===== src/rtl/fourier_harmonic_projection_top_macros.svh =====
// Assertion macros used by the RTL sequencer module fhp_seq.
`ifndef FOURIER_HARMONIC_PROJECTION_TOP_MACROS_SVH
`define FOURIER_HARMONIC_PROJECTION_TOP_MACROS_SVH
`ifndef SYNTHESIS
`define FHP_ASSERT_IMP(lbl, clk, rstn, a, b) \
    lbl: assert property (@(posedge clk) disable iff (!rstn) (a) |-> (b)) \
        else $error("implication check failed");
`define FHP_ASSERT_NXT(lbl, clk, rstn, a, b) \
    lbl: assert property (@(posedge clk) disable iff (!rstn) (a) |=> (b)) \
        else $error("next-cycle check failed");
`else
`define FHP_ASSERT_IMP(lbl, clk, rstn, a, b)
`define FHP_ASSERT_NXT(lbl, clk, rstn, a, b)
`endif
`endif


===== src/rtl/fhp_pkg.sv =====
// Types, constants and sequencer states of the harmonic projection block.
package fhp_pkg;

    localparam int MAX_COEFFS_DEF = 32;
    localparam int CFG_W          = 6;
    localparam int ACC_W          = 48;
    localparam int MUL_W          = 34;
    localparam int PROD_W         = 2 * MUL_W;

    localparam logic [CFG_W-1:0] CFG_RESET = 6'd16;

    localparam logic signed [MUL_W-1:0] Q30_ONE   = 34'sd1073741824;
    localparam logic signed [MUL_W-1:0] SQRT2_Q30 = 34'sd1518500250;
    localparam logic signed [MUL_W-1:0] SIN_A1    = 34'sd1686629713;
    localparam logic signed [MUL_W-1:0] SIN_A3    = 34'sd693598668;
    localparam logic signed [MUL_W-1:0] SIN_A5    = 34'sd85569306;
    localparam logic signed [MUL_W-1:0] SIN_A7    = 34'sd5026995;
    localparam logic signed [MUL_W-1:0] SIN_A9    = 34'sd172272;

    typedef struct packed {
        logic signed [31:0] sample;
        logic [15:0]        angle;
        logic [17:0]        weight;
        logic               last;
    } fhp_in_t;

    typedef struct packed {
        logic signed [ACC_W-1:0] coefficient;
        logic [4:0]              coeff_index;
        logic                    final_res;
    } fhp_out_t;

    typedef struct packed {
        logic                    shift;
        logic signed [ACC_W-1:0] d;
    } fhp_ring_t;

    typedef enum logic [3:0] {
        ST_IDLE,
        ST_PROD,
        ST_CSAVE,
        ST_KSTART,
        ST_X2,
        ST_H1,
        ST_H2,
        ST_H3,
        ST_H4,
        ST_SX,
        ST_SQ,
        ST_LO,
        ST_HI,
        ST_ADD,
        ST_EMIT
    } fhp_state_t;

endpackage


===== src/rtl/fhp_cell.sv =====
// One accumulator cell of the rotating coefficient ring.
module fhp_cell (
    input  logic                            clk,
    input  logic                            rst_n,
    input  fhp_pkg::fhp_ring_t              ctl,
    input  logic signed [fhp_pkg::ACC_W-1:0] d_in,
    output logic signed [fhp_pkg::ACC_W-1:0] q
);
    import fhp_pkg::*;

    logic signed [ACC_W-1:0] acc_reg;
    logic signed [ACC_W-1:0] acc_next;

    always_comb
    begin
        acc_next = acc_reg;
        if (ctl.shift)
        begin
            acc_next = d_in;
        end
    end

    always_ff @(posedge clk or negedge rst_n)
    begin
        if (!rst_n)
        begin
            acc_reg <= '0;
        end
        else
        begin
            acc_reg <= acc_next;
        end
    end

    assign q = acc_reg;

endmodule


===== config.mk =====
export PLATFORM = sky130hd
export DESIGN_NAME = fhp_cell
export DESIGN_NICKNAME = d
export VERILOG_FILES = /design/src/rtl/fourier_harmonic_projection_top_macros.svh /design/src/rtl/fhp_pkg.sv /design/src/rtl/fhp_cell.sv
export SDC_FILE = /design/constraint.sdc
export NUM_CORES = 1
export LEC_CHECK = 0
export ABC_AREA = 1
export BUFFER_PORTS_ARGS = -buffer_cell sky130_fd_sc_hd__buf_2
export CAP_MARGIN = 20
export CORE_UTILIZATION = 28
export CTS_CLUSTER_DIAMETER = 120
export CTS_CLUSTER_SIZE = 25
export DETAILED_ROUTE_END_ITERATION = 8
export PLACE_DENSITY = 0.67
export SKIP_LAST_GASP = 1
export SLEW_MARGIN = 0
export SYNTH_ARGS = -nofsm -noshare
export SYNTH_HDL_FRONTEND = slang
export SYNTH_SLANG_ARGS = --single-unit

===== constraint.sdc =====
create_clock -name clk -period 1.65 [get_ports clk]
set_clock_uncertainty 0.1 [all_clocks]
set_input_delay 0.2475 -clock clk [delete_from_list [all_inputs] [get_ports clk]]
set_output_delay 0.2475 -clock clk [all_outputs]
set_load 0.02 [all_outputs]

==> flow_summary.toml, run 1 <==
[timing]
rsz0062_at_grt = "no"
slew_violations = 0
clock.fmax_ghz = 0.832
maxSlewHeadroom_pct = 83.0
finalWorstSetupSlack_ns = 0.449
setup_viol = 0
worst_pin_slew_ns = 0.255
finalCriticalPeriod_ns = 1.20
timing_hold_violations_final = 0
period_share_pct = 72.8
fin_setup_tns_ns = 0

[synthesis]
ys_seq_area_share_pct = 66.5
synth_seq_cells = 48
postSynthNetCount = 302
synth.distinct_cells = 5
synth_top_area_cell = "dfrtp_1"
ys_warn_count = 0
avgSynthCellArea_um2 = 8.89
synthTopCellsByCount = "144 x nand2_1, 48 x dfrtp_1, 6 x buf_2, 4 x buf_4, 1 x inv_2"
synth_edf_count = 0
synth.area.top_cells = "dfrtp_1 67%, nand2_1 30%, buf_2 1.7%"
synthCells = 203
synth_top_area_share_pct = 66.5
yosys.cell_count.top_type = "nand2_1"
async_flop_share_pct = 100
ys_dominant_reg_cell = "dfrtp_1"
synth.cell_area_mm2 = 0.00181

[finish]
final_cell_count_no_fill = 380
antenna_cells = 0
drive_gt1_share_pct = 36.4
syn2layout_area_growth_pct = 38.3
final_nets = 403
largest_reg_flops = 48

[critical_path]
cp_cell_sequence = "buf_2"
cp_data_arrival_time_ns = 0.85
crit_path_max_fanout = 2
cp_slowest_stage_delay_ns = 0.40
cp-end-kind = "primary output"
worst-path-buf-inv = 1
startpoint_type = "flop"
critPathSlowestCell = "dfrtp_1"
path_delay_family = "flip-flops"
required_ns = 1.30
crit_type = "reg -> out"

[detailed_routing]
drc_errors = 0
vias = 1563
drtIter0Drc = 53
detail-route-antenna-nets = 0
wl_um = 4010
routed_via_density = 4.11
firstDrtPassIters = 4
detail_route.wl_per_cell_um = 10.6

[die]
die_h_um = 82.3
num_rows = 28
die_x_um = 82.3
fp.dieArea_mm2 = 0.00677
ios = 147
core_mm2 = 0.00606
initial_core_util_pct = 29.8

[placement]
port_buffers = 98
gp_congestion = 0.647
placedCellCount = 371
dp_hpwl_um = 2910
dp_slack_ns = 0.534

[cts]
htree_levels = 2
clock_path_buffers = 2
tritoncts = "done"
postCtsSetupRepairBufs = 0
cts_resized = 0
clock_latency_ns = 0.29
cts_root_buf = "clkbuf_8"
hold_buffers = 1
clock_sinks = 48
cts_buffers = 5
clk_pin_slew_ns = 0.08

[global_routing]
grt_overflow = 0
grtUsageTotal_pct = 12.4
antenna_found_initial = 0
grt_pass1_vias = 1448
grt_pass1_wl_um = 6400
grt_max_degree = 49

[power_and_ir_drop]
ir_drop_uv = 450
clockPowerShare_pct = 31.0
p_leak_nw = 1.50
power.switching_mw = 0.713
p_per_area_mw_per_mm2 = 1050
combPwrFrac_pct = 18.0
power_mw = 2.61
p_sw_share_pct = 27.3
p_seq_share_pct = 51.0
internal-power_mw = 1.90

[flow_run]
drv_cap = 0

[worst_hold_path]
min_path_type = "in -> reg"

[outcome]
status = "completed"
-- cell usage in the layout (no fill, tap or decap) --
cell type      count
bufinv_16          1
dlygate4sd3_1      1
nand2_1          144
inv_2              1
buf_2             98
clkbuf_1           1
buf_4              4
buf_12             1
clkbuf_8           5
clkinv_2           1
dfrtp_1           48
-- area by class of cell --
| class | count | area [um2] |
|---|---|---|
| well taps | 75 | 93.8 |
| repair buffers | 104 | 551 |
| inverters | 1 | 3.75 |
| clock buffers | 6 | 72.6 |
| clock inverters | 2 | 35.0 |
| multi-input cells | 144 | 541 |
| fillers | 636 | 3560 |
| flip-flops and latches | 48 | 1200 |
-- through the flow --
step	hold WS [ns]	cell area, um2	utilization, %
final	0.0534	2500	41.2
after detailed placement	0.154	2380	39.3
after global placement	0.152	2380	39.3
after floorplan	-0.148	1810	-
after CTS	0.0376	2500	41.2
after global routing	0.0472	2500	41.2
-- kinds of logic after synthesis --
logic type	count (synthesis)	synth area share, %
flops	48	66.5
buf+inv	11	3.53
simple gates	144	29.9
-- path summary, 6_finish.rpt --
| check | from | end | slack, ns | cells after the start |
|---|---|---|---|---|
| max in group asynchronous | rst_n | q[25]$_DFFE_PN0P_ | 0.85 | 3 |
| min in group asynchronous | rst_n | q[39]$_DFFE_PN0P_ | 0.37 | 3 |
| worst max register to register | q[13]$_DFFE_PN0P_ | q[13]$_DFFE_PN0P_ | 0.93 | 2 |
| worst min register to register | q[8]$_DFFE_PN0P_ | q[8]$_DFFE_PN0P_ | 0.37 | 2 |
| worst max-delay path | q[13]$_DFFE_PN0P_ | q[13] | 0.45 | 1 |
| worst min-delay path | d_in[3] | q[3]$_DFFE_PN0P_ | 0.05 | 3 |
-- layer usage --
| layer | share of wire (%) | GRT usage [%] | vias up | routed length (um) |
|---|---|---|---|---|
| met5 | 0 | 0 | - | 0 |
| met4 | 0.30 | 2.63 | 0 | 12 |
| met3 | 8.1 | 4.29 | 2 | 326 |
| met2 | 44 | 21.7 | 67 | 1780 |
| met1 | 47 | 14.7 | 693 | 1890 |
| li1 | - | - | 801 | - |
-- power by group through the flow --
stage	registers, mW	clock network [mW]	logic [mW]
after CTS	1.33	0.851	0.482
final	1.33	0.809	0.472
after global placement	1.35	0	0.474
after floorplan	1.49	0	0.125
after global routing	1.34	0.900	0.530
after detailed placement	1.35	0	0.481
-- worst register-to-register path: cells and delay by family (launching register included) --
family / cells / cell delay (ns)
and+or+nand+nor: 2 / 0.12
DFF: 1 / 0.40
Note: power is estimated with default switching activity, not from simulation.
==> inputs of run 2 (changes only) <==
- PLACE_DENSITY: 0.67 -> 0.69
- clock period: 1.65 -> 1 ns (I/O delays scaled with it)
==> run 2 against run 1 <==
The run now ends with setup timing left. Flip-flop and latch count is the same. Clock-buffer cell count is 2 higher. Cell area grew 37%. First-iteration DRC count is 21% higher. Worst setup slack worse by 0.54 ns. Sequential share of layout area fell by 13 points. Utilization grew 15 points. Cell count rose by 18%. Die area unchanged. Critical endpoint is now q[12].
==> flow_summary.toml, run 2 (same netlist as run 1, synthesis figures left out) <==
[outcome]
status = "finished, violations left"
violations = "setup timing"

[critical_path]
crit_path_max_fanout = 2
startpoint_type = "flop"
cp_slowest_stage_delay_ns = 0.41
cp_data_arrival_time_ns = 0.84
cp.depth = 1
r2r_cells = 4
crit_type = "reg -> out"
critPathSlowestCell = "dfrtp_1"
required_ns = 0.75
worst-path-buf-inv = 1
reg2reg_from = "q[27]$_DFFE_PN0P_"
cp_cell_sequence = "buf_6"
rrSetupSlack_ns = 0.05
cp-end-kind = "primary output"
path_delay_family = "flip-flops"
r2r-end = "q[27]$_DFFE_PN0P_"

[detailed_routing]
vias = 1895
detail_route.wl_per_cell_um = 12.6
routed_via_density = 4.24
wl_um = 5630
drtIter0Drc = 64
drc_errors = 0
firstDrtPassIters = 4
detail-route-antenna-nets = 0

[cts]
cts_buffers = 5
clk_pin_slew_ns = 0.08
tritoncts = "done"
cts_root_buf = "clkbuf_8"
clock_sinks = 48
clock_path_buffers = 2
clock_latency_ns = 0.29
htree_levels = 2

[finish]
final_common_cell = "nand2_1"
antenna_cells = 0
final_cell_mix = "144 x nand2_1, 50 x buf_2, 49 x dlygate4sd3_1, 48 x buf_6, 48 x dfrtp_1"
fin_util_pct = 56.4
final_nets = 470
n_fill_cell = 507
drive_gt1_share_pct = 34.7
syn2layout_area_growth_pct = 89.2
largest_reg_flops = 48

[global_routing]
antenna_found_initial = 0
grt_pass1_vias = 1875
grt_overflow = 0
grtUsageTotal_pct = 16.4
grt_pass1_wl_um = 8110
grt_max_degree = 49

[power_and_ir_drop]
internal-power_mw = 3.37
p_seq_share_pct = 48.1
power_mw = 4.66
p_per_area_mw_per_mm2 = 1360
clockPowerShare_pct = 24.8
combPwrFrac_pct = 27.1
ir_drop_uv = 884
power.switching_mw = 1.29
p_leak_nw = 1.87
p_sw_share_pct = 27.8

[timing]
rsz0062_at_grt = "yes"
fin_setup_tns_ns = -3.58
hold_slack_ns = 0.216
slew_violations = 0
clock.fmax_ghz = 0.914
worst_pin_slew_ns = 0.296
finalWorstSetupSlack_ns = -0.0946
period_share_pct = 109
timing_hold_violations_final = 0
finalCriticalPeriod_ns = 1.09
maxSlewHeadroom_pct = 80.3
setup_viol = 48

[die]
ios = 147
num_rows = 28
initial_core_util_pct = 29.8
die_x_um = 82.3
core_mm2 = 0.00606
fp.dieArea_mm2 = 0.00677
die_h_um = 82.3

[placement]
port_buffers = 98
dp_slack_ns = 0.0947
dp_hpwl_um = 2720
gp_congestion = 0.645

[worst_hold_path]
min_path_type = "in -> reg"
holdPathEnd = "q[47]$_DFFE_PN0P_"
whs_path_depth = 5
holdCritStartpoint = "ctl[48]"

[flow_run]
drv_cap = 0
==> run 2: cell count changes in the layout (fill, tap and decap cells not counted), sizes merged <==
cell,previous run,this run
dlygate4sd3,1,49
buf,103,122
clkbuf,6,8
bufinv,1,0
clkinv,1,0
==> run 2: repair_timing <==
action                                 CTS  global route
setup endpoints to repair               48            48
hold buffers                            49             0
endpoints found under the hold margin   96             0
resized for setup                       96             0
buffers inserted                         9            10
==> run 2: power by group through the flow <==
stage | Combinational [mW] | Clock (mW) | Sequential [mW]
6_report | 1.26 | 1.16 | 2.24
5_1_grt | 1.37 | 1.28 | 2.26
4_1_cts | 1.19 | 1.22 | 2.24
3_5_place_dp | 0.798 | 0 | 2.23
3_3_place_gp | 0.787 | 0 | 2.23
2_1_floorplan | 0.206 | 0 | 2.45
==> run 2: how the worst max path moves through the flow <==
stage | startpoint | to | slack, ns
finish | q[12]$_DFFE_PN0P_ | q[12] | -0.09
detailed placement | ctl[48] | q[34]$_DFFE_PN0P_ | 0.09
global placement | ctl[48] | q[41]$_DFFE_PN0P_ | 0.13
CTS | q[21]$_DFFE_PN0P_ | q[21] | -0.10
floorplan | ctl[48] | q[26]$_DFFE_PN0P_ | 0.21
global route | q[11]$_DFFE_PN0P_ | q[11] | -0.13
==> run 2: cell type report <==
cell class | count | area [um2] | share of cell area, %
clock buffers | 8 | 90.1 | 2.64
inverters | 1 | 3.75 | 0.110
multi-input cells | 144 | 541 | 15.8
flip-flops and latches | 48 | 1200 | 35.2
well taps | 75 | 93.8 | 2.75
repair buffers | 171 | 1490 | 43.5
==> run 2: worst register-to-register path, cell delays in order (launching register included) <==
cell,delay (ns)
dfrtp_1,0.40
buf_4,0.13
buf_4,0.12
nand2_1,0.05
nand2_1,0.05
==> run 2: routing by layer <==
metal	up-vias	global-route usage (%)	wire [um]
met1	873	16.1	2200
met2	80	32.4	2960
met5	-	0	0
li1	937	-	-
met3	5	5.16	435
met4	0	4.74	32
==> run 2: through the flow <==
| step | std cells | area, um2 |
|---|---|---|
| global placement | 371 | 2390 |
| floorplan | 203 | 1810 |
| detailed placement | 371 | 2390 |
| CTS | 437 | 3340 |
| finish | 447 | 3420 |
| global route | 447 | 3420 |
