**src/rtl/fourier_harmonic_projection_top_macros.svh**
```systemverilog
// Assertion macros used by the RTL sequencer module fhp_seq.
`ifndef FOURIER_HARMONIC_PROJECTION_TOP_MACROS_SVH
`define FOURIER_HARMONIC_PROJECTION_TOP_MACROS_SVH
`ifndef SYNTHESIS
`define FHP_ASSERT_IMP(lbl, clk, rstn, a, b) \
    lbl: assert property (@(posedge clk) disable iff (!rstn) (a) |-> (b)) \
        else $error("implication check failed");
`define FHP_ASSERT_NXT(lbl, clk, rstn, a, b) \
    lbl: assert property (@(posedge clk) disable iff (!rstn) (a) |=> (b)) \
        else $error("next-cycle check failed");
`else
`define FHP_ASSERT_IMP(lbl, clk, rstn, a, b)
`define FHP_ASSERT_NXT(lbl, clk, rstn, a, b)
`endif
`endif

```
**src/rtl/fhp_pkg.sv**
```systemverilog
// Types, constants and sequencer states of the harmonic projection block.
package fhp_pkg;

    localparam int MAX_COEFFS_DEF = 32;
    localparam int CFG_W          = 6;
    localparam int ACC_W          = 48;
    localparam int MUL_W          = 34;
    localparam int PROD_W         = 2 * MUL_W;

    localparam logic [CFG_W-1:0] CFG_RESET = 6'd16;

    localparam logic signed [MUL_W-1:0] Q30_ONE   = 34'sd1073741824;
    localparam logic signed [MUL_W-1:0] SQRT2_Q30 = 34'sd1518500250;
    localparam logic signed [MUL_W-1:0] SIN_A1    = 34'sd1686629713;
    localparam logic signed [MUL_W-1:0] SIN_A3    = 34'sd693598668;
    localparam logic signed [MUL_W-1:0] SIN_A5    = 34'sd85569306;
    localparam logic signed [MUL_W-1:0] SIN_A7    = 34'sd5026995;
    localparam logic signed [MUL_W-1:0] SIN_A9    = 34'sd172272;

    typedef struct packed {
        logic signed [31:0] sample;
        logic [15:0]        angle;
        logic [17:0]        weight;
        logic               last;
    } fhp_in_t;

    typedef struct packed {
        logic signed [ACC_W-1:0] coefficient;
        logic [4:0]              coeff_index;
        logic                    final_res;
    } fhp_out_t;

    typedef struct packed {
        logic                    shift;
        logic signed [ACC_W-1:0] d;
    } fhp_ring_t;

    typedef enum logic [3:0] {
        ST_IDLE,
        ST_PROD,
        ST_CSAVE,
        ST_KSTART,
        ST_X2,
        ST_H1,
        ST_H2,
        ST_H3,
        ST_H4,
        ST_SX,
        ST_SQ,
        ST_LO,
        ST_HI,
        ST_ADD,
        ST_EMIT
    } fhp_state_t;

endpackage

```
**src/rtl/fhp_seq.sv**
```systemverilog
// Sequencer and shared-multiplier datapath for basis evaluation and accumulation.
module fhp_seq #(
    parameter int MAX_COEFFS = fhp_pkg::MAX_COEFFS_DEF
) (
    input  logic                             clk,
    input  logic                             rst_n,
    input  logic                             in_valid,
    output logic                             in_stall,
    input  fhp_pkg::fhp_in_t                 in_data,
    output logic                             out_valid,
    input  logic                             out_stall,
    output fhp_pkg::fhp_out_t                out_data,
    input  logic                             cfg_wr_en,
    input  logic [fhp_pkg::CFG_W-1:0]        cfg_wr_data,
    input  logic signed [fhp_pkg::ACC_W-1:0] head,
    output fhp_pkg::fhp_ring_t               ring
);
    import fhp_pkg::*;
    `include "fourier_harmonic_projection_top_macros.svh"

    localparam int KW = $clog2(MAX_COEFFS + 1);
    localparam logic [KW-1:0] K_LAST = KW'(MAX_COEFFS - 1);
    localparam logic signed [PROD_W-1:0] SAT_HI = 68'sh0_0000_7FFF_FFFF_FFFF;
    localparam logic signed [PROD_W-1:0] SAT_LO = -SAT_HI - 68'sd1;

    fhp_state_t state_reg, state_next;
    logic [KW-1:0] k_reg, k_next;
    logic [CFG_W-1:0] cfg_reg, cfg_next;
    fhp_in_t item_reg, item_next;
    logic signed [50:0] c_reg, c_next;
    logic [15:0] phase_reg, phase_next;
    logic [1:0] quad_reg, quad_next;
    logic signed [MUL_W-1:0] x_reg, x_next;
    logic signed [MUL_W-1:0] x2_reg, x2_next;
    logic signed [MUL_W-1:0] basis_reg, basis_next;
    logic signed [MUL_W-1:0] lo_reg, lo_next;
    logic signed [PROD_W-1:0] prod_reg, prod_next;
    logic out_valid_reg, out_valid_next;
    fhp_out_t out_data_reg, out_data_next;

    logic signed [MUL_W-1:0] mul_a, mul_b;
    logic [KW-1:0] n_eff;
    logic k_active, can_load, out_load, in_xfer;
    logic [15:0] ph_now, ph_eff;
    logic [14:0] r_val;
    logic signed [PROD_W-1:0] p30, term, total;
    logic signed [MUL_W-1:0] s_val;

    always_comb
    begin
        if (cfg_reg == '0)
        begin
            n_eff = KW'(1);
        end
        else if ({1'b0, cfg_reg} > 7'(MAX_COEFFS))
        begin
            n_eff = KW'(MAX_COEFFS);
        end
        else
        begin
            n_eff = KW'(cfg_reg);
        end
    end

    assign k_active = k_reg < n_eff;
    assign can_load = !out_valid_reg || !out_stall;
    assign in_stall = state_reg != ST_IDLE;
    assign in_xfer  = in_valid && !in_stall;
    assign p30      = prod_reg >>> 30;

    always_comb
    begin
        state_next = state_reg;
        case (state_reg)
            ST_IDLE:   if (in_xfer) state_next = ST_PROD;
            ST_PROD:   state_next = ST_CSAVE;
            ST_CSAVE:  state_next = ST_KSTART;
            ST_KSTART:
            begin
                if (!k_active)
                begin
                    if (k_reg == K_LAST)
                        state_next = item_reg.last ? ST_EMIT : ST_IDLE;
                end
                else if (k_reg == '0)
                    state_next = ST_LO;
                else
                    state_next = ST_X2;
            end
            ST_X2:     state_next = ST_H1;
            ST_H1:     state_next = ST_H2;
            ST_H2:     state_next = ST_H3;
            ST_H3:     state_next = ST_H4;
            ST_H4:     state_next = ST_SX;
            ST_SX:     state_next = ST_SQ;
            ST_SQ:     state_next = ST_LO;
            ST_LO:     state_next = ST_HI;
            ST_HI:     state_next = ST_ADD;
            ST_ADD:
            begin
                if (k_reg == K_LAST)
                    state_next = item_reg.last ? ST_EMIT : ST_IDLE;
                else
                    state_next = ST_KSTART;
            end
            ST_EMIT:
            begin
                if (k_reg == K_LAST && (!k_active || can_load))
                    state_next = ST_IDLE;
            end
            default:   state_next = ST_IDLE;
        endcase
    end

    always_comb
    begin
        k_next         = k_reg;
        cfg_next       = cfg_wr_en ? cfg_wr_data : cfg_reg;
        item_next      = item_reg;
        c_next         = c_reg;
        phase_next     = phase_reg;
        quad_next      = quad_reg;
        x_next         = x_reg;
        x2_next        = x2_reg;
        basis_next     = basis_reg;
        lo_next        = lo_reg;
        mul_a          = '0;
        mul_b          = '0;
        ring.shift     = 1'b0;
        ring.d         = head;
        out_load       = 1'b0;
        out_data_next  = out_data_reg;
        ph_now         = k_reg[0] ? phase_reg + item_reg.angle : phase_reg;
        ph_eff         = k_reg[0] ? ph_now + 16'd16384 : ph_now;
        r_val          = ph_eff[14] ? 15'd16384 - {1'b0, ph_eff[13:0]}
                                    : {1'b0, ph_eff[13:0]};
        term           = (prod_reg + PROD_W'(lo_reg)) >>> 10;
        total          = PROD_W'(head) + term;
        s_val          = '0;
        if (p30 > PROD_W'(Q30_ONE))
            s_val = Q30_ONE;
        else if (p30 >= 0)
            s_val = MUL_W'(p30);
        if (quad_reg[1])
            s_val = -s_val;

        case (state_reg)
            ST_IDLE:
            begin
                if (in_xfer)
                begin
                    item_next  = in_data;
                    k_next     = '0;
                    phase_next = '0;
                end
            end
            ST_PROD:
            begin
                mul_a = MUL_W'(item_reg.sample);
                mul_b = MUL_W'($signed({1'b0, item_reg.weight}));
            end
            ST_CSAVE:  c_next = prod_reg[50:0];
            ST_KSTART:
            begin
                if (!k_active)
                begin
                    ring.shift = 1'b1;
                    k_next     = (k_reg == K_LAST) ? '0 : k_reg + 1'b1;
                end
                else if (k_reg == '0)
                    basis_next = Q30_ONE;
                else
                begin
                    phase_next = ph_now;
                    quad_next  = ph_eff[15:14];
                    x_next     = MUL_W'({r_val, 16'b0});
                    mul_a      = x_next;
                    mul_b      = x_next;
                end
            end
            ST_X2:
            begin
                x2_next = MUL_W'(p30);
                mul_a   = SIN_A9;
                mul_b   = x2_next;
            end
            ST_H1:
            begin
                mul_a = MUL_W'(p30) - SIN_A7;
                mul_b = x2_reg;
            end
            ST_H2:
            begin
                mul_a = MUL_W'(p30) + SIN_A5;
                mul_b = x2_reg;
            end
            ST_H3:
            begin
                mul_a = MUL_W'(p30) - SIN_A3;
                mul_b = x2_reg;
            end
            ST_H4:
            begin
                mul_a = MUL_W'(p30) + SIN_A1;
                mul_b = x_reg;
            end
            ST_SX:
            begin
                mul_a = s_val;
                mul_b = SQRT2_Q30;
            end
            ST_SQ:     basis_next = MUL_W'(p30);
            ST_LO:
            begin
                mul_a = MUL_W'($signed({1'b0, c_reg[19:0]}));
                mul_b = basis_reg;
            end
            ST_HI:
            begin
                lo_next = MUL_W'(prod_reg >>> 20);
                mul_a   = MUL_W'(c_reg >>> 20);
                mul_b   = basis_reg;
            end
            ST_ADD:
            begin
                ring.shift = 1'b1;
                if (total > SAT_HI)
                    ring.d = ACC_W'(SAT_HI);
                else if (total < SAT_LO)
                    ring.d = ACC_W'(SAT_LO);
                else
                    ring.d = ACC_W'(total);
                k_next = (k_reg == K_LAST) ? '0 : k_reg + 1'b1;
            end
            ST_EMIT:
            begin
                if (!k_active || can_load)
                begin
                    ring.shift = 1'b1;
                    ring.d     = '0;
                    k_next     = (k_reg == K_LAST) ? '0 : k_reg + 1'b1;
                    if (k_active)
                    begin
                        out_load                  = 1'b1;
                        out_data_next.coefficient = head;
                        out_data_next.coeff_index = 5'(k_reg);
                        out_data_next.final_res   = (k_reg + 1'b1) == n_eff;
                    end
                end
            end
            default:   k_next = '0;
        endcase

        prod_next      = mul_a * mul_b;
        out_valid_next = out_load || (out_valid_reg && out_stall);
    end

    always_ff @(posedge clk or negedge rst_n)
    begin
        if (!rst_n)
        begin
            state_reg     <= ST_IDLE;
            k_reg         <= '0;
            cfg_reg       <= CFG_RESET;
            out_valid_reg <= 1'b0;
        end
        else
        begin
            state_reg     <= state_next;
            k_reg         <= k_next;
            cfg_reg       <= cfg_next;
            out_valid_reg <= out_valid_next;
        end
    end

    always_ff @(posedge clk)
    begin
        item_reg     <= item_next;
        c_reg        <= c_next;
        phase_reg    <= phase_next;
        quad_reg     <= quad_next;
        x_reg        <= x_next;
        x2_reg       <= x2_next;
        basis_reg    <= basis_next;
        lo_reg       <= lo_next;
        prod_reg     <= prod_next;
        out_data_reg <= out_data_next;
    end

    assign out_valid = out_valid_reg;
    assign out_data  = out_data_reg;

    `FHP_ASSERT_NXT(a_accept_starts, clk, rst_n, in_xfer, state_reg == ST_PROD)
    `FHP_ASSERT_IMP(a_load_in_emit, clk, rst_n, out_load, state_reg == ST_EMIT)
    `FHP_ASSERT_IMP(a_add_active, clk, rst_n, state_reg == ST_ADD, k_active)
    `FHP_ASSERT_IMP(a_hold_on_stall, clk, rst_n, out_valid_reg && out_stall,
                    !out_load)

endmodule

```
**config.mk**
```make
export PLATFORM = sky130hd
export DESIGN_NAME = fhp_seq
export DESIGN_NICKNAME = d
export VERILOG_FILES = /design/src/rtl/fhp_pkg.sv /design/src/rtl/fhp_seq.sv
export VERILOG_INCLUDE_DIRS = /design/src /design/src/rtl
export SDC_FILE = /design/constraint.sdc
export NUM_CORES = 2
export LEC_CHECK = 0
export BUFFER_PORTS_ARGS = -buffer_cell sky130_fd_sc_hd__buf_4
export CAP_MARGIN = 20
export CORE_AREA = 4 4 372 374
export DETAILED_ROUTE_END_ITERATION = 8
export DIE_AREA = 0 0 376 378
export MAX_ROUTING_LAYER = met4
export PLACE_DENSITY = 0.72
export SLEW_MARGIN = 5
export SYNTH_ARGS = -nofsm -noshare
export SYNTH_HDL_FRONTEND = slang
export SYNTH_SLANG_ARGS = --single-unit
```
**constraint.sdc**
```tcl
create_clock -name clk -period 14.1 [get_ports clk]
set_input_delay 0.705 -clock clk [delete_from_list [all_inputs] [get_ports clk]]
set_output_delay 0.705 -clock clk [all_outputs]
set_load 0.02 [all_outputs]
```
==> results.sh <==
export IMPL_synth_distinct_cells=103
export IMPL_die_area_sq_um=142000
export IMPL_ys_flop_type="edfxtp_1"
export IMPL_wirelength_um=239000
export IMPL_run_status="finished clean"
export IMPL_critPathKind="register to register"
export IMPL_gp_congestion=1.03
export IMPL_max_freq_mhz=76.5
export IMPL_clockRootBuffer="clkbuf_16"
export IMPL_synth_xor_xnor_area_share_pct=3.20
export IMPL_synth_simple_area_share_pct=14.3
export IMPL_synth_area_leaders="fa_1, edfxtp_1, inv_1"
export IMPL_antenna_found_initial=11
export IMPL_synth_fa_ha_area_share_pct=43.9
export IMPL_grt_max_degree=55
export IMPL_grt_overflow=0
export IMPL_min_delay_path_depth=1
export IMPL_register_area_sq_um=11000
export IMPL_clk_latency_ns=0.63
export IMPL_grt_use_met2_pct=52.4
export IMPL_synth_area_per_cell_sq_um=9.17
export IMPL_synth_top_area_cell="fa_1"
export IMPL_synth_area_mux_share_pct=0.643
export IMPL_setup_viol=0
export IMPL_slew_headroom_pct=15.3
export IMPL_crit_path_frequent_cell="fa_1"
export IMPL_fin_skew_ns=0.0625
export IMPL_fin_nets=9169
export IMPL_arrival_ns=13.54
export IMPL_via_per_inst=6.06
export IMPL_clock_sinks=391
export IMPL_wl_per_cell_um=25.8
export IMPL_met3_usage_pct=8.86
export IMPL_slowest_delay_ns=1.05
export IMPL_die_w_um=376
export IMPL_fin_tns_setup_ns=0
export IMPL_cts_repair_resized=0
export IMPL_slew_violations=0
export IMPL_syn_nets=9087
export IMPL_grt_pass1_vias=56800
export IMPL_hold_violations=0
export IMPL_area_delta_synth_final_pct=8.72
export IMPL_worst_setup_path_start_kind="register"
export IMPL_clk_pin_slew_ns=0.06
export IMPL_cp_max_fo=14
export IMPL_htree_levels=2
export IMPL_required_ns=14.58
export IMPL_gr_usage_met1_pct=44.4
export IMPL_largest_reg_flops=68
export IMPL_cts_setup_buffers=0
export IMPL_clockBufferDepth=3
export IMPL_busiest_layer="met2"
export IMPL_multi_input_comb_area_sq_um=50300
export IMPL_hp_class="input pin to register"
export IMPL_hpwl_um=187000
export IMPL_netlist_area_sq_um=67300
export IMPL_endpoint_kind="register"
export IMPL_dr_pass1_iters=6
export IMPL_initial_core_util_pct=49.9
export IMPL_via_count=56100
export IMPL_synth_top_family_by_area="adder cells"
export IMPL_cts_tree="done"
export IMPL_first_iter_violations=6386
export IMPL_grt_usage_pct=34.6
export IMPL_yosysWarnings=0
export IMPL_path_buf_inv=5
export IMPL_fillers=12100
export IMPL_final_period_utilization_pct=92.7
export IMPL_layout_drive_gt1_share_pct=8.39
export IMPL_numCtsBuffers=44
export IMPL_ff2ff_path_depth=37
export IMPL_dieHeight_um=378
export IMPL_worstMarginPinSlew_ns=1.27
export IMPL_grt_pass1_wl_um=358000
export IMPL_rows=135
export IMPL_cts_hold_buffers=1
export IMPL_synth_edf_count=306
export IMPL_crit_slowest_cell="dfxtp_1"
export IMPL_portBuffers=230
export IMPL_grt_setup_unrepaired="false"
export IMPL_pin_count=231
export IMPL_synth_compound_area_share_pct=12.0
export IMPL_fin_crit_ns=13.07
export IMPL_ys_ff_latch=391
export IMPL_core_sq_um=135000
export IMPL_synth_async_reset_ratio_pct=4.35
export IMPL_synth_top_area_share_pct=37.0
export IMPL_ant_nets=0
export IMPL_cpLargestDelayFamily="compound AO/OA/AOI/OAI gates"
export IMPL_crit_cells=37
export IMPL_syn_inst=7343
export IMPL_maxCapViolations=0
export IMPL_seq_area_frac_synth_pct=16.3
export IMPL_drc_errors=0
[worst register-to-register path: cells and delay by family (launching register included)]
kind                       cells  cell delay [ns]
AOI/OAI and AO/OA             12             5.13
xor gates and xnor gates       1             0.17
adders and majority gates     11             4.69
buffers and inverters          5             0.89
DFF                            1             1.05
and+or+nand+nor                8             1.02
[cells in the final DEF, fill, tap and decap left out, drive strengths merged, types with 32 or more instances in the layout]
cell type | netlist | final
nor2b | 46 | 46
a221oi | 34 | 34
ha | 375 | 375
nor2 | 867 | 867
dfxtp | 68 | 68
fa | 1243 | 1243
and2 | 58 | 58
o211ai | 35 | 35
and3 | 62 | 62
a31oi | 33 | 33
a21o | 112 | 112
mux2i | 32 | 32
o21a | 51 | 51
xor2 | 88 | 88
a21oi | 309 | 309
o21bai | 38 | 38
o311ai | 46 | 46
a211oi | 55 | 55
edfxtp | 306 | 306
nor3 | 118 | 118
buf | 96 | 422
a22oi | 32 | 32
nand3 | 101 | 101
o21ai | 205 | 205
nand4 | 51 | 51
inv | 1299 | 1304
nand2b | 77 | 77
xnor2 | 158 | 158
clkbuf | 292 | 58
nand2 | 686 | 686
[per-layer routing]
layer,wire length (um),share of wire [%]
met5,0,0
met4,13200,5.5
met3,28300,12
met2,106000,45
met1,91300,38
[synthesized netlist by cell type (all sizes together) (51+ instances only)]
library cell and number:
a211oi 55, a21o 112, a21oi 309, and2 58, and3 62, buf 96, clkbuf 292, dfxtp 68
edfxtp 306, fa 1243, ha 375, inv 1299, nand2 686, nand2b 77, nand3 101, nand4 51
nor2 867, nor3 118, o21a 51, o21ai 205, xnor2 158, xor2 88
[final cells by class]
type,count,share of cell area (%)
inverter,1302,6.68
timing repair buffer,424,4.42
tap,1781,3.04
sequential,391,15.0
clock buffer,57,1.71
multi-input combinational,5262,68.7
antenna,8,0.0273
clock inverter,24,0.408
[through the flow]
stage	utilization [%]	hold slack, ns	cells	area [sq um]	setup WS [ns]
6_report	54.2	0.252	9249	73200	1.03
4_1_cts	54.2	0.225	9240	73200	1.37
3_5_place_dp	53.1	0.442	9158	71600	1.38
2_1_floorplan	-	0.409	7343	67300	2.40
3_3_place_gp	53.0	0.447	9156	71600	1.40
5_1_grt	54.2	0.235	9247	73200	0.668
[final timing paths]
kind | from | endpoint | slack [ns]
max in group asynchronous | rst_n | cfg_reg[4] | 13.32
worst min-delay path | in_data[56] | item_reg[56] | 0.25
worst max-delay path | prod_reg[30] | prod_reg[48] | 1.03
worst max register to register | prod_reg[30] | prod_reg[48] | 1.03
worst min register to register | prod_reg[1] | c_reg[1] | 0.47
min in group asynchronous | rst_n | cfg_reg[2] | 0.51
[logic make-up (layout without fill, tap and decap cells)]
family | Yosys count | after routing
AOI/OAI and AO/OA | 1171 | 1171
adders and majority gates | 1618 | 1618
buffers and inverters | 1690 | 1807
DFF | 391 | 391
xor gates and xnor gates | 246 | 246
muxes | 42 | 42
other | 0 | 8
and+or+nand+nor | 2185 | 2185
Power is not shown: default switching activity piles up to over one toggle a cycle in this logic, so the estimate is an artifact.
